===== config.mk =====
export PLATFORM = sky130hd
export DESIGN_NAME = servo_slew_rate_limiter
export DESIGN_NICKNAME = d
export VERILOG_FILES = /design/src/sv/ssrl_pkg.sv /design/src/sv/servo_slew_rate_limiter.sv /design/src/sv/ssrl_ram.sv
export SDC_FILE = /design/constraint.sdc
export NUM_CORES = 2
export LEC_CHECK = 0
export ABC_AREA = 1
export BUFFER_PORTS_ARGS = -buffer_cell sky130_fd_sc_hd__buf_2
export CORE_MARGIN = 4
export CORE_UTILIZATION = 50
export CTS_CLUSTER_DIAMETER = 40
export DETAILED_ROUTE_END_ITERATION = 10
export PLACE_DENSITY = 0.65
export SYNTH_ARGS = -nofsm -noshare
export SYNTH_HDL_FRONTEND = slang
export SYNTH_SLANG_ARGS = --single-unit

===== constraint.sdc =====
create_clock -name aclk -period 13.2 [get_ports aclk]
set_clock_uncertainty 0.2 [all_clocks]
set_input_delay 2.64 -clock aclk [delete_from_list [all_inputs] [get_ports aclk]]
set_output_delay 2.64 -clock aclk [all_outputs]
set_load 0.02 [all_outputs]

===== src/sv/ssrl_pkg.sv =====
`timescale 1ns / 1ps
// Package for the servo slew-rate limiter: field widths, register indexes,
// opcodes, angle constants, the divide-by-180 reciprocal and the sequencer states.
// No dependencies.
package ssrl_pkg;

    localparam int MOTOR_COUNT_DEF   = 6;
    localparam int VEHICLE_INDEX_DEF = 5;

    // Stream and configuration port widths.
    localparam int S_TDATA_W   = 48;
    localparam int S_TUSER_W   = 1;
    localparam int M_TDATA_W   = 16;
    localparam int CFG_INDEX_W = 3;
    localparam int CFG_DATA_W  = 24;

    // Field widths.
    localparam int NOW_W   = 32;
    localparam int MOTOR_W = 3;
    localparam int ANGLE_W = 8;
    localparam int PULSE_W = 12;
    localparam int IVAL_W  = 16;
    localparam int ENTRY_W = 2 * ANGLE_W;

    // Opcodes carried in tuser.
    localparam logic OP_TIME   = 1'b0;
    localparam logic OP_TARGET = 1'b1;

    // Configuration register indexes.
    localparam int REG_GROUP_INTERVAL   = 0;
    localparam int REG_VEHICLE_INTERVAL = 1;
    localparam int REG_LIMITS_BASE      = 2;

    localparam logic [IVAL_W-1:0]     INTERVAL_RESET = 16'd15;
    localparam logic [CFG_DATA_W-1:0] LIMITS_RESET   = 24'd2457750;

    localparam logic [ANGLE_W-1:0] FULL_SCALE_DEG   = 8'd180;
    localparam logic [ANGLE_W-1:0] VEHICLE_HOME_DEG = 8'd90;

    // floor(x / 180) == (x * RECIP_180) >> RECIP_SHIFT for every x below 2^20.
    localparam int PROD_W      = ANGLE_W + PULSE_W;
    localparam int RECIP_W     = 21;
    localparam int RECIP_SHIFT = 28;
    localparam logic [RECIP_W-1:0] RECIP_180 = 21'd1491309;

    typedef enum logic [2:0] {
        ST_IDLE,
        ST_SCAN,
        ST_CALC,
        ST_SCALE,
        ST_EMIT,
        ST_FLUSH,
        ST_TGT_WR
    } ssrl_state_t;

endpackage


===== src/sv/servo_slew_rate_limiter.sv =====
`timescale 1ns / 1ps
// Servo slew-rate limiter: steps up to six servo channels toward their targets
// and emits a pulse width for each motor that moved.
// Depends on ssrl_pkg and ssrl_ram.
//
// The input stream carries two kinds of request, selected by s_tuser. A time
// request carries the millisecond clock in s_tdata; a target request carries a
// motor index and a target angle, which is clamped to 180 degrees. A target
// request produces no result. For an existing motor it holds the input through
// the target write state; any other index is dropped as it is accepted.
// A time request fires the group timer and the vehicle timer when the elapsed
// time (32-bit wrap) is strictly greater than their intervals. Every firing
// motor whose angle differs from its target moves one degree and produces one
// result request with its index and pulse width, in motor order with the vehicle
// motor last. m_tlast marks the final one; if nothing moves there is no result.
// Sequence: the sequencer visits one slot per motor. A slot whose timer did not
// fire is passed over, a motor that stays put has its angle read and compared,
// and a motor that moves goes through angle read, write back with the map
// multiply, reciprocal divide by 180 and hand-off; a closing state follows the
// last slot. A time request holds the input until the closing state is done;
// the slots run one after another, set by the single angle memory and the
// single shared pulse map unit. A result leaves once the next one is known, or
// in the closing state, so m_tlast can be marked. s_tready is high only
// while the sequencer is idle; a stalled receiver holds the sequencer at its next
// hand-off and no result is dropped. Reset (synchronous, active low) restores
// intervals and limits, clears the timestamps and marks every angle entry
// unwritten, so it reads as zero, or 90 degrees for the vehicle motor.
module servo_slew_rate_limiter #(
    parameter int MOTOR_COUNT   = ssrl_pkg::MOTOR_COUNT_DEF,
    parameter int VEHICLE_INDEX = ssrl_pkg::VEHICLE_INDEX_DEF
) (
    input  logic                               aclk,
    input  logic                               aresetn,
    input  logic                               s_tvalid,
    output logic                               s_tready,
    // now_ms [31:0], motor_index [34:32], target_degrees [42:35], zero above.
    input  logic [ssrl_pkg::S_TDATA_W-1:0]     s_tdata,
    // opcode [0].
    input  logic [ssrl_pkg::S_TUSER_W-1:0]     s_tuser,
    output logic                               m_tvalid,
    input  logic                               m_tready,
    // moved_motor [2:0], pulse_width [14:3], zero above.
    output logic [ssrl_pkg::M_TDATA_W-1:0]     m_tdata,
    output logic                               m_tlast,
    input  logic                               cfg_we,
    input  logic [ssrl_pkg::CFG_INDEX_W-1:0]   cfg_index,
    input  logic [ssrl_pkg::CFG_DATA_W-1:0]    cfg_wdata
);
    import ssrl_pkg::*;

    localparam int AW = $clog2(MOTOR_COUNT);
    localparam bit HAS_VEHICLE = (VEHICLE_INDEX < MOTOR_COUNT);
    localparam logic [AW-1:0] VEH_ADDR  = HAS_VEHICLE ? AW'(VEHICLE_INDEX) : '0;
    localparam logic [AW-1:0] LAST_SLOT = AW'(MOTOR_COUNT - 1);

    // Input fields.
    logic [NOW_W-1:0]   s_now;
    logic [MOTOR_W-1:0] s_idx;
    logic [ANGLE_W-1:0] s_tgt;
    logic               s_op;

    assign s_now = s_tdata[NOW_W-1:0];
    assign s_idx = s_tdata[NOW_W +: MOTOR_W];
    assign s_tgt = s_tdata[NOW_W + MOTOR_W +: ANGLE_W];
    assign s_op  = s_tuser[0];

    // Control registers.
    ssrl_state_t          state_reg, state_next;
    logic [AW-1:0]        slot_reg, slot_next;
    logic                 gfire_reg, gfire_next;
    logic                 vfire_reg, vfire_next;
    logic                 gany_reg, gany_next;
    logic                 vmoved_reg, vmoved_next;
    logic                 held_valid_reg, held_valid_next;
    logic                 m_tvalid_reg, m_tvalid_next;
    logic [MOTOR_COUNT-1:0] entry_valid_reg, entry_valid_next;
    logic [IVAL_W-1:0]    group_int_reg, group_int_next;
    logic [IVAL_W-1:0]    veh_int_reg, veh_int_next;
    logic [CFG_DATA_W-1:0] limits_reg [MOTOR_COUNT];
    logic [CFG_DATA_W-1:0] limits_next [MOTOR_COUNT];
    logic [NOW_W-1:0]     group_last_reg, group_last_next;
    logic [NOW_W-1:0]     veh_last_reg, veh_last_next;

    // Payload registers.
    logic [NOW_W-1:0]     now_reg, now_next;
    logic [AW-1:0]        tgt_idx_reg, tgt_idx_next;
    logic [ANGLE_W-1:0]   tgt_val_reg, tgt_val_next;
    logic                 rd_valid_reg, rd_valid_next;
    logic                 rd_vhome_reg, rd_vhome_next;
    logic [PROD_W-1:0]    prod_reg, prod_next;
    logic                 neg_reg, neg_next;
    logic [PULSE_W-1:0]   lo_reg, lo_next;
    logic [PULSE_W-1:0]   q_reg, q_next;
    logic [MOTOR_W-1:0]   held_motor_reg, held_motor_next;
    logic [PULSE_W-1:0]   held_pulse_reg, held_pulse_next;
    logic [MOTOR_W-1:0]   m_motor_reg, m_motor_next;
    logic [PULSE_W-1:0]   m_pulse_reg, m_pulse_next;
    logic                 m_tlast_reg, m_tlast_next;

    // Angle memory: {target, current} per motor.
    logic               ram_we;
    logic [AW-1:0]      ram_waddr;
    logic [ENTRY_W-1:0] ram_wdata;
    logic               ram_re;
    logic [AW-1:0]      ram_raddr;
    logic [ENTRY_W-1:0] ram_rdata;

    ssrl_ram #(
        .WIDTH(ENTRY_W),
        .DEPTH(MOTOR_COUNT)
    ) u_angle_ram (
        .clk  (aclk),
        .we   (ram_we),
        .waddr(ram_waddr),
        .wdata(ram_wdata),
        .re   (ram_re),
        .raddr(ram_raddr),
        .rdata(ram_rdata)
    );

    // Shared combinational terms.
    logic                 accept;
    logic                 out_free;
    logic                 last_slot;
    logic                 slot_active;
    logic [AW-1:0]        slot_addr;
    logic                 idx_ok;
    logic [ENTRY_W-1:0]   rd_entry;
    logic [ANGLE_W-1:0]   cur_angle;
    logic [ANGLE_W-1:0]   tgt_angle;
    logic                 moved;
    logic [ANGLE_W-1:0]   new_angle;
    logic [CFG_DATA_W-1:0] lim_sel;
    logic [PULSE_W-1:0]   lim_lo;
    logic [PULSE_W-1:0]   lim_hi;
    logic [PULSE_W-1:0]   lim_span;
    logic [NOW_W-1:0]     group_elapsed;
    logic [NOW_W-1:0]     veh_elapsed;
    logic [PROD_W+RECIP_W-1:0] scaled;
    logic [PULSE_W-1:0]   pulse_new;

    assign s_tready  = (state_reg == ST_IDLE);
    assign accept    = s_tvalid && s_tready;
    assign out_free  = !m_tvalid_reg || m_tready;
    assign last_slot = (slot_reg == LAST_SLOT);
    assign idx_ok    = (s_idx < MOTOR_W'(MOTOR_COUNT));

    // The last slot serves the vehicle motor; the others serve the group, which
    // skips the vehicle index.
    assign slot_addr   = last_slot ? VEH_ADDR : slot_reg;
    assign slot_active = last_slot ? (HAS_VEHICLE && vfire_reg)
                                   : (gfire_reg && !(HAS_VEHICLE && slot_reg == VEH_ADDR));

    // An entry never written reads as its reset value.
    assign rd_entry  = rd_valid_reg ? ram_rdata
                     : (rd_vhome_reg ? {VEHICLE_HOME_DEG, VEHICLE_HOME_DEG} : '0);
    assign cur_angle = rd_entry[ANGLE_W-1:0];
    assign tgt_angle = rd_entry[ENTRY_W-1:ANGLE_W];
    assign moved     = (cur_angle != tgt_angle);
    assign new_angle = (cur_angle > tgt_angle) ? cur_angle - 1'b1 : cur_angle + 1'b1;

    assign lim_sel  = limits_reg[slot_addr];
    assign lim_lo   = lim_sel[PULSE_W-1:0];
    assign lim_hi   = lim_sel[CFG_DATA_W-1:PULSE_W];
    assign lim_span = (lim_hi >= lim_lo) ? lim_hi - lim_lo : lim_lo - lim_hi;

    assign group_elapsed = s_now - group_last_reg;
    assign veh_elapsed   = s_now - veh_last_reg;

    assign scaled    = (PROD_W+RECIP_W)'(prod_reg) * (PROD_W+RECIP_W)'(RECIP_180);
    assign pulse_new = neg_reg ? lo_reg - q_reg : lo_reg + q_reg;

    // Next state.
    always_comb begin
        state_next = state_reg;
        unique case (state_reg)
            ST_IDLE: begin
                if (accept) begin
                    if (s_op == OP_TIME) begin
                        state_next = ST_SCAN;
                    end else if (idx_ok) begin
                        state_next = ST_TGT_WR;
                    end
                end
            end
            ST_SCAN: begin
                if (slot_active) begin
                    state_next = ST_CALC;
                end else if (last_slot) begin
                    state_next = ST_FLUSH;
                end
            end
            ST_CALC: begin
                if (moved) begin
                    state_next = ST_SCALE;
                end else begin
                    state_next = last_slot ? ST_FLUSH : ST_SCAN;
                end
            end
            ST_SCALE: state_next = ST_EMIT;
            ST_EMIT: begin
                if (!held_valid_reg || out_free) begin
                    state_next = last_slot ? ST_FLUSH : ST_SCAN;
                end
            end
            ST_FLUSH: begin
                if (!held_valid_reg || out_free) begin
                    state_next = ST_IDLE;
                end
            end
            ST_TGT_WR: state_next = ST_IDLE;
            default:   state_next = ST_IDLE;
        endcase
    end

    // Datapath, memory controls and registers other than the state.
    always_comb begin
        slot_next        = slot_reg;
        gfire_next       = gfire_reg;
        vfire_next       = vfire_reg;
        gany_next        = gany_reg;
        vmoved_next      = vmoved_reg;
        held_valid_next  = held_valid_reg;
        entry_valid_next = entry_valid_reg;
        group_int_next   = group_int_reg;
        veh_int_next     = veh_int_reg;
        limits_next      = limits_reg;
        group_last_next  = group_last_reg;
        veh_last_next    = veh_last_reg;
        now_next         = now_reg;
        tgt_idx_next     = tgt_idx_reg;
        tgt_val_next     = tgt_val_reg;
        prod_next        = prod_reg;
        neg_next         = neg_reg;
        lo_next          = lo_reg;
        q_next           = q_reg;
        held_motor_next  = held_motor_reg;
        held_pulse_next  = held_pulse_reg;
        m_tvalid_next    = m_tvalid_reg && !m_tready;
        m_motor_next     = m_motor_reg;
        m_pulse_next     = m_pulse_reg;
        m_tlast_next     = m_tlast_reg;

        ram_we    = 1'b0;
        ram_waddr = slot_addr;
        ram_wdata = {tgt_angle, new_angle};
        ram_re    = 1'b0;
        ram_raddr = slot_addr;

        unique case (state_reg)
            ST_IDLE: begin
                ram_raddr = s_idx[AW-1:0];
                if (accept) begin
                    now_next     = s_now;
                    gfire_next   = group_elapsed > NOW_W'(group_int_reg);
                    vfire_next   = veh_elapsed > NOW_W'(veh_int_reg);
                    gany_next    = 1'b0;
                    vmoved_next  = 1'b0;
                    slot_next    = '0;
                    tgt_idx_next = s_idx[AW-1:0];
                    tgt_val_next = (s_tgt > FULL_SCALE_DEG) ? FULL_SCALE_DEG : s_tgt;
                    ram_re       = (s_op == OP_TARGET) && idx_ok;
                end
            end
            ST_SCAN: begin
                if (slot_active) begin
                    ram_re = 1'b1;
                end else if (!last_slot) begin
                    slot_next = slot_reg + 1'b1;
                end
            end
            ST_CALC: begin
                if (moved) begin
                    ram_we = 1'b1;
                    entry_valid_next[slot_addr] = 1'b1;
                    if (last_slot) begin
                        vmoved_next = 1'b1;
                    end else begin
                        gany_next = 1'b1;
                    end
                    prod_next = PROD_W'(new_angle) * PROD_W'(lim_span);
                    neg_next  = (lim_hi < lim_lo);
                    lo_next   = lim_lo;
                end else if (!last_slot) begin
                    slot_next = slot_reg + 1'b1;
                end
            end
            ST_SCALE: begin
                q_next = scaled[RECIP_SHIFT +: PULSE_W];
            end
            ST_EMIT: begin
                if (!held_valid_reg || out_free) begin
                    if (held_valid_reg) begin
                        m_tvalid_next = 1'b1;
                        m_motor_next  = held_motor_reg;
                        m_pulse_next  = held_pulse_reg;
                        m_tlast_next  = 1'b0;
                    end
                    held_valid_next = 1'b1;
                    held_motor_next = MOTOR_W'(slot_addr);
                    held_pulse_next = pulse_new;
                    if (!last_slot) begin
                        slot_next = slot_reg + 1'b1;
                    end
                end
            end
            ST_FLUSH: begin
                if (!held_valid_reg || out_free) begin
                    if (held_valid_reg) begin
                        m_tvalid_next   = 1'b1;
                        m_motor_next    = held_motor_reg;
                        m_pulse_next    = held_pulse_reg;
                        m_tlast_next    = 1'b1;
                        held_valid_next = 1'b0;
                    end
                    if (gany_reg) begin
                        group_last_next = now_reg;
                    end
                    if (vmoved_reg) begin
                        veh_last_next = now_reg;
                    end
                end
            end
            ST_TGT_WR: begin
                ram_we    = 1'b1;
                ram_waddr = tgt_idx_reg;
                ram_wdata = {tgt_val_reg, cur_angle};
                entry_valid_next[tgt_idx_reg] = 1'b1;
            end
            default: begin
                ram_we = 1'b0;
            end
        endcase

        // The user must make configuration writes only while the block is idle; the block does not enforce it.
        if (cfg_we) begin
            if (cfg_index == CFG_INDEX_W'(REG_GROUP_INTERVAL)) begin
                group_int_next = cfg_wdata[IVAL_W-1:0];
            end
            if (cfg_index == CFG_INDEX_W'(REG_VEHICLE_INTERVAL)) begin
                veh_int_next = cfg_wdata[IVAL_W-1:0];
            end
            for (int i = 0; i < MOTOR_COUNT; i++) begin
                if (cfg_index == CFG_INDEX_W'(REG_LIMITS_BASE + i)) begin
                    limits_next[i] = cfg_wdata;
                end
            end
        end
    end

    // Validity of the entry being read, captured alongside the memory output.
    assign rd_valid_next = entry_valid_reg[ram_raddr];
    assign rd_vhome_next = HAS_VEHICLE && (ram_raddr == VEH_ADDR);

    always_ff @(posedge aclk) begin
        if (!aresetn) begin
            state_reg       <= ST_IDLE;
            slot_reg        <= '0;
            gfire_reg       <= 1'b0;
            vfire_reg       <= 1'b0;
            gany_reg        <= 1'b0;
            vmoved_reg      <= 1'b0;
            held_valid_reg  <= 1'b0;
            m_tvalid_reg    <= 1'b0;
            entry_valid_reg <= '0;
            group_int_reg   <= INTERVAL_RESET;
            veh_int_reg     <= INTERVAL_RESET;
            for (int i = 0; i < MOTOR_COUNT; i++) begin
                limits_reg[i] <= LIMITS_RESET;
            end
            group_last_reg  <= '0;
            veh_last_reg    <= '0;
        end else begin
            state_reg       <= state_next;
            slot_reg        <= slot_next;
            gfire_reg       <= gfire_next;
            vfire_reg       <= vfire_next;
            gany_reg        <= gany_next;
            vmoved_reg      <= vmoved_next;
            held_valid_reg  <= held_valid_next;
            m_tvalid_reg    <= m_tvalid_next;
            entry_valid_reg <= entry_valid_next;
            group_int_reg   <= group_int_next;
            veh_int_reg     <= veh_int_next;
            limits_reg      <= limits_next;
            group_last_reg  <= group_last_next;
            veh_last_reg    <= veh_last_next;
        end
    end

    always_ff @(posedge aclk) begin
        now_reg        <= now_next;
        tgt_idx_reg    <= tgt_idx_next;
        tgt_val_reg    <= tgt_val_next;
        rd_valid_reg   <= rd_valid_next;
        rd_vhome_reg   <= rd_vhome_next;
        prod_reg       <= prod_next;
        neg_reg        <= neg_next;
        lo_reg         <= lo_next;
        q_reg          <= q_next;
        held_motor_reg <= held_motor_next;
        held_pulse_reg <= held_pulse_next;
        m_motor_reg    <= m_motor_next;
        m_pulse_reg    <= m_pulse_next;
        m_tlast_reg    <= m_tlast_next;
    end

    assign m_tvalid = m_tvalid_reg;
    assign m_tlast  = m_tlast_reg;
    assign m_tdata  = {1'b0, m_pulse_reg, m_motor_reg};

endmodule


===== src/sv/ssrl_ram.sv =====
`timescale 1ns / 1ps
// Generic single-clock RAM with one write port and one registered read port.
// No dependencies.
module ssrl_ram #(
    parameter int WIDTH = 16,
    parameter int DEPTH = 6
) (
    input  logic                     clk,
    input  logic                     we,
    input  logic [$clog2(DEPTH)-1:0] waddr,
    input  logic [WIDTH-1:0]         wdata,
    input  logic                     re,
    input  logic [$clog2(DEPTH)-1:0] raddr,
    output logic [WIDTH-1:0]         rdata
);

    logic [WIDTH-1:0] mem [DEPTH];

    always_ff @(posedge clk) begin
        if (we) begin
            mem[waddr] <= wdata;
        end
        if (re) begin
            rdata <= mem[raddr];
        end
    end

endmodule


## Yosys cells after proc, flatten, opt, wreduce, memory -nomap -nowiden

Memory sizes are Yosys's and may differ from the RTL's. A register that Yosys moved wholly into a read port is not among the register bits.
Cells that the tools add are included.

- Memories kept: 1
- Memory bits (writable): 96
- Word-level logic and storage cells: 191
- Output and inout port bits: 19
- Register bits: 379
- Input bits: 81

Memories:

| name | words | bits a word | read ports | clocked after memory_dff | wr ports | RTL line | text |
|---|---|---|---|---|---|---|---|
| u_angle_ram.mem | 6 | 16 | 1 | 1 | 1 | ssrl_ram.sv:17 | `logic [WIDTH-1:0] mem [DEPTH];` |

- Magnitude comparators: 13
- Bitwise gates (word level): 3
- Add/sub/neg operators: 9
- Multipliers: 2
- Reduce and logical (&&, ||, !) cells: 40
- Equality and inequality tests: 28
- Mux-type cells: 62

Operators with widths:

| cell | count |
|---|---|
| binary-select mux 24 bit (select 3 bit) | 1 |
| greater-than comparator 32 x 16 -> 1 bit | 2 |
| subtractor 32 bit | 2 |
| two-way mux 3 bit | 17 |
| two-way mux 24 bit | 2 |
| multiplier 20 x 21 -> 40 bit (second input constant) | 1 |
| subtractor 12 bit | 3 |
| two-way mux 16 bit | 2 |
| == test 3 bit (second input constant) | 9 |
| two-way mux 12 bit | 2 |
| AND reduction 2 bit | 12 |
| two-way mux 1 bit | 23 |
| multiplier 8 x 12 -> 20 bit | 1 |
| != test 2 bit (second input constant) | 9 |
| case mux 3 bit (6 select lines) | 1 |
| two-way mux 15 bit | 1 |
| AND reduction 5 bit | 3 |
| adder 12 bit | 1 |
| == test 3 x 2 -> 1 bit (second input constant) | 4 |
| >= comparator 12 bit | 1 |
| less-than comparator 12 bit | 1 |
| less-than comparator 3 x 4 -> 1 bit (second input constant) | 3 |
| bitwise OR 6 bit | 2 |
| case mux 1 bit (2 select lines) | 6 |
| other kinds (29) | 48 |

## Logic depth before layout (Yosys ltp)

- Depth in word-level cells: 9
- Mapped depth: 45
- Mapped depth without buffers: 42

## Cells and area by module

Synthesis repeated with hierarchy kept, for this count alone.

- Cell total of the unflattened synthesis: 4564
- Area total of the unflattened synthesis: 36112.1 um^2

By module, submodules not included:

| module | instances | seq. area each (um^2) | cells each | area each (um^2) |
|---|---|---|---|---|
| servo_slew_rate_limiter | 1 | 8778.4 | 4243 | 31853.0 |
| ssrl_ram | 1 | 3363.2 | 321 | 4259.1 |

## Worst setup path before layout

Ideal clock, no wire load.

- Path type: register to register
- Start point: reg slot_reg[1]
- End point: reg prod_reg[16], data pin
- Cell stages (with the launch flop): 42
- Setup time: 252 ps
- Arrival: 7075 ps
- Setup slack: 5673 ps
- Path buffers: 3
- Period minus slack after synthesis: 7527 ps
- Required time: 12748 ps
- Path through: dfxtp_1 > inv_1 > ha_1 > nand2_2 > inv_2 > nor2_2 > inv_1 > buf_4 > buf_2 > buf_2 > o211ai_1 > o21a_1 > inv_1 > ha_1 > fa_1 > o21a_2 > inv_2 > a21oi_2 > (+6 left out) > nand2_1 > fa_1 > fa_1 > inv_1 > fa_1 > inv_1 > fa_1 > inv_1 > ha_1 > a21o_1 > a31oi_1 > o21ai_0 > a21boi_0 > o21ai_0 > nand2_1 > nand2_1 > nand2_1 > nand2_1

- Word-level cells in the longest chain between the ends: 9
- Elaborated cells between the ends (all ways): 11
- Those cells by class: add/sub (2); mul (1); order compare (1); eq/ne (1); mux (5); bitwise (1)

RTL lines:

| what | RTL line | text |
|---|---|---|
| from (decl) | servo_slew_rate_limiter.sv:69 | `logic [AW-1:0] slot_reg, slot_next;` |
| from (signal assigned) | servo_slew_rate_limiter.sv:375 | `slot_reg <= slot_next;` |
| == test 3 bit | servo_slew_rate_limiter.sv:145 | `assign last_slot = (slot_reg == LAST_SLOT);` |
| two-way mux 3 bit (*) | servo_slew_rate_limiter.sv:150 | `assign slot_addr = last_slot ? VEH_ADDR : slot_reg;` |
| NOT 3 -> 4 bit (implied by the code) (*) | servo_slew_rate_limiter.sv:162 | `assign lim_sel = limits_reg[slot_addr];` |
| binary-select mux 24 bit (select 3 bit) (*) | servo_slew_rate_limiter.sv:162 |  |
| two-way mux 24 bit (implied by the code) (*) (2 in series) | servo_slew_rate_limiter.sv:162 |  |
| via lim_sel[0] | servo_slew_rate_limiter.sv:133 | `logic [CFG_DATA_W-1:0] lim_sel;` |
| subtractor 12 bit / >= comparator 12 bit (equally long branches) | servo_slew_rate_limiter.sv:165 | `assign lim_span = (lim_hi >= lim_lo) ? lim_hi - lim_lo : lim_lo - lim_hi;` |
| two-way mux 12 bit (*) | servo_slew_rate_limiter.sv:165 |  |
| multiplier 8 x 12 -> 20 bit (*) | servo_slew_rate_limiter.sv:281 | `prod_next = PROD_W'(new_angle) * PROD_W'(lim_span);` |
| to (signal assigned) | servo_slew_rate_limiter.sv:397 | `prod_reg <= prod_next;` |
| to (decl) | servo_slew_rate_limiter.sv:90 | `logic [PROD_W-1:0] prod_reg, prod_next;` |

The timed path passes the listed nets; every way through them passes the cells marked *. The select of a mux whose other input is x is not followed.
A chain may end at the register's enable or synchronous reset.

## Worst setup path in the final report

- Start point: reg rd_valid_reg
- End point: reg prod_reg[16], data pin

- Word-level cells in the longest chain between the ends: 4
- Elaborated cells between the ends (all ways): 6
- Those cells by class: add/sub (2); mul (1); order compare (1); mux (2)

RTL lines:

| what | RTL line | text |
|---|---|---|
| from (decl) | servo_slew_rate_limiter.sv:88 | `logic rd_valid_reg, rd_valid_next;` |
| from (signal assigned) | servo_slew_rate_limiter.sv:395 | `rd_valid_reg <= rd_valid_next;` |
| two-way mux 16 bit (*) | servo_slew_rate_limiter.sv:155 | `assign rd_entry = rd_valid_reg ? ram_rdata` |
| adder 8 x 1 -> 8 bit, or another cell as far along | servo_slew_rate_limiter.sv:160 | `assign new_angle = (cur_angle > tgt_angle) ? cur_angle - 1'b1 : cur_angle + 1'b1;` |
| two-way mux 8 bit (*) | servo_slew_rate_limiter.sv:160 |  |
| multiplier 8 x 12 -> 20 bit (*) | servo_slew_rate_limiter.sv:281 |  |

Every way passes the cells marked *; elsewhere a longest branch is shown, timed or not.

==> out/results.txt <==
Outcome = finished, final reports clean
Vias in the first global route = 28391
Critical path required time = 13.37 ns
Largest register FFs = 144
Post-synthesis sequential area ratio = 33.6%
Core Box Area = 71600 µm²
Largest net degree at the start of global routing = 131
Ys flop type = dfxtp_1
Via density = 5.21
Routed WL = 93300 µm
Global-route wire length before repair = 150000 µm
Arrival time worst endpoint = 9.49 ns
Synth async-reset ratio = 0%
CP max stage cell = xor2_1
Die height = 277 µm
TritonCTS clock tree = done
Period utilization = 70.6%
Post-synth EDFFs = 231
Crit path kind = register to register
Grt total ovfl = 0
IO Port Bufs = 93
Kind of path behind the tightest hold check = register to register
Worst-Margin Slew = 1.18 ns
H-tree depth = 3
Clock-pin slew on the worst setup and hold paths = 0.06 ns
Nets = 5246
Mean Syn Cell Area = 7.93 µm²
Worst path max stage delay = 0.89 ns
TNS Setup = 0 ns
Initial DRT Pass Iterations = 6
Post-route ant nets = 0
Die ar. = 76600 µm²
Gpl congestion = 0.930
CP most frequent cell = nand2_1
Post-DP HPWL = 68300 µm
Latest clock arrival within the worst-skew pair = 0.63 ns
CTS Sinks = 491
Hold-fix buffers, CTS = 0
Post-CTS setup buffers = 0
Maxcap violations = 0
Slew HR = 21.1%
Post_cts resized = 0
Final Hold Violating Endpoints = 0
Synth cell types = 61
Final setup vio count = 0
Crit path time final = 9.32 ns
Cell row count = 98
Max frequency = 107 MHz
Area of the mapped netlist = 36100 µm²
Initial antenna violation count = 6
Crit start category = register
Worst-path maximum fanout = 17
#FFs+latches synth = 491
Layout cells sized above 1 = 6.76%
Area delta synth->final = 11.2%
I/O pins = 100
Gate Count Post-Synth = 4555
Post-synthesis net count = 5186
Clk buf depth = 3
Drt drc = 0
Ys Warns = 0
Crit. End Element = register
Vias = 29335
Fill count = 6670
Die Width = 277 µm
Starting DRT DRC Count = 2413
WL/cell = 16.6 µm
RSZ-0062 raised after global routing = no
GRT Total Usage = 24.0%
Max-slew violations = 0
Root Driver = clkbuf_16
TritonCTS buffer count = 76
Effective utilization at floorplan = 50.5%
-- Yosys cell counts (16+ instances only) --
library cell  number  area [µm²]
xnor2_1           16         140
ha_1             365        4570
nand2_1          888        3330
buf_2             21         105
inv_1            783        2940
nor2_1           556        2090
o21ai_0          307        1540
o211ai_1          33         248
a21oi_1          279        1400
clkbuf_1         100         375
xor2_1            85         744
nand3_1          174         871
fa_1             185        3700
a32o_1            27         270
nor3_1            24         120
nand4_1           21         131
o21a_1            21         158
edfxtp_1         231        6940
dfxtp_1          260        5200
or2_2             21         131
-- cells by family after synthesis --
kind of cell    synth area share, %
simple gates                   19.2
flops                          33.6
xor+xnor                       2.63
buf+inv                        9.83
fa+ha+maj                      22.9
other cells                  0.0104
mux                          0.0277
compound gates                 11.8
-- through the flow --
stage / setup WS [ns] / std cells / util, % / hold slack (ns) / area, µm²
floorplan: 5.67 / 4555 / - / 0.200 / 36100
detailed placement: 3.94 / 5487 / 52.3 / 0.205 / 37500
global route: 3.12 / 5632 / 56.1 / 0.229 / 40200
global placement: 4.08 / 5487 / 52.3 / 0.205 / 37500
finish: 3.88 / 5632 / 56.1 / 0.217 / 40200
CTS: 3.88 / 5627 / 56.1 / 0.217 / 40200
-- worst max-delay path, delay by kind of cell (launching register included) --
family          cells  cell delay, ns
simple gates       12            1.05
buf+inv             9            0.98
compound gates     11            2.15
xor+xnor            1            0.89
flops               1            0.78
fa+ha+maj           7            2.99
-- final cells by class --
type | instances | area [µm²] | area share (%)
antenna | 5 | 12.5 | 0.0311
clock inverter | 49 | 657 | 1.63
timing repair buffer | 119 | 667 | 1.66
tap | 950 | 1190 | 2.96
multi-input combinational | 3132 | 20500 | 51.0
inverter | 795 | 2980 | 7.42
sequential | 491 | 12100 | 30.2
clock buffer | 91 | 2060 | 5.13
-- final timing paths --
path	slack, ns	depth (start not counted)	start	endpoint
setup / recovery	3.88	40	rd_valid_reg$_DFF_P_	prod_reg[16]$_DFFE_PP_
hold / removal	0.22	0	held_pulse_reg[9]$_DFFE_PP_	m_pulse_reg[9]$_DFFE_PP_
setup reg to reg	3.88	40	rd_valid_reg$_DFF_P_	prod_reg[16]$_DFFE_PP_
hold reg to reg	0.22	0	held_pulse_reg[9]$_DFFE_PP_	m_pulse_reg[9]$_DFFE_PP_
-- placed cells by master, fill, tap and decap left out, types with 6 or more instances in the layout --
cell type     n
a21o_1        8
a21oi_1     279
a31oi_1       9
a32o_1       27
buf_2        92
buf_4        26
bufinv_16     9
clkbuf_1      8
clkbuf_16    79
clkinvlp_4    8
dfxtp_1     260
edfxtp_1    231
fa_1        185
ha_1        365
inv_1       782
inv_2        11
inv_6        10
inv_8         6
nand2_1     888
nand3_1     172
nand3b_1     12
nand4_1      21
nor2_1      549
nor2_2        7
nor3_1       23
nor4_1        7
o211ai_1     33
o21a_1       21
o21ai_0     307
o21bai_1     13
o22ai_1      13
or2_2        21
xnor2_1      16
xor2_1       85
-- layer usage --
metal | vias to the layer above | GRT usage (%) | wire (µm)
met5 | - | 0 | 0
met4 | 0 | 6.52 | 2030
met3 | 126 | 3.21 | 5180
met2 | 714 | 39.2 | 43100
met1 | 13704 | 33.7 | 42900
li1 | 14791 | - | -
Power is not shown: default switching activity piles up to over one toggle a cycle in this logic, so the estimate is an artifact.
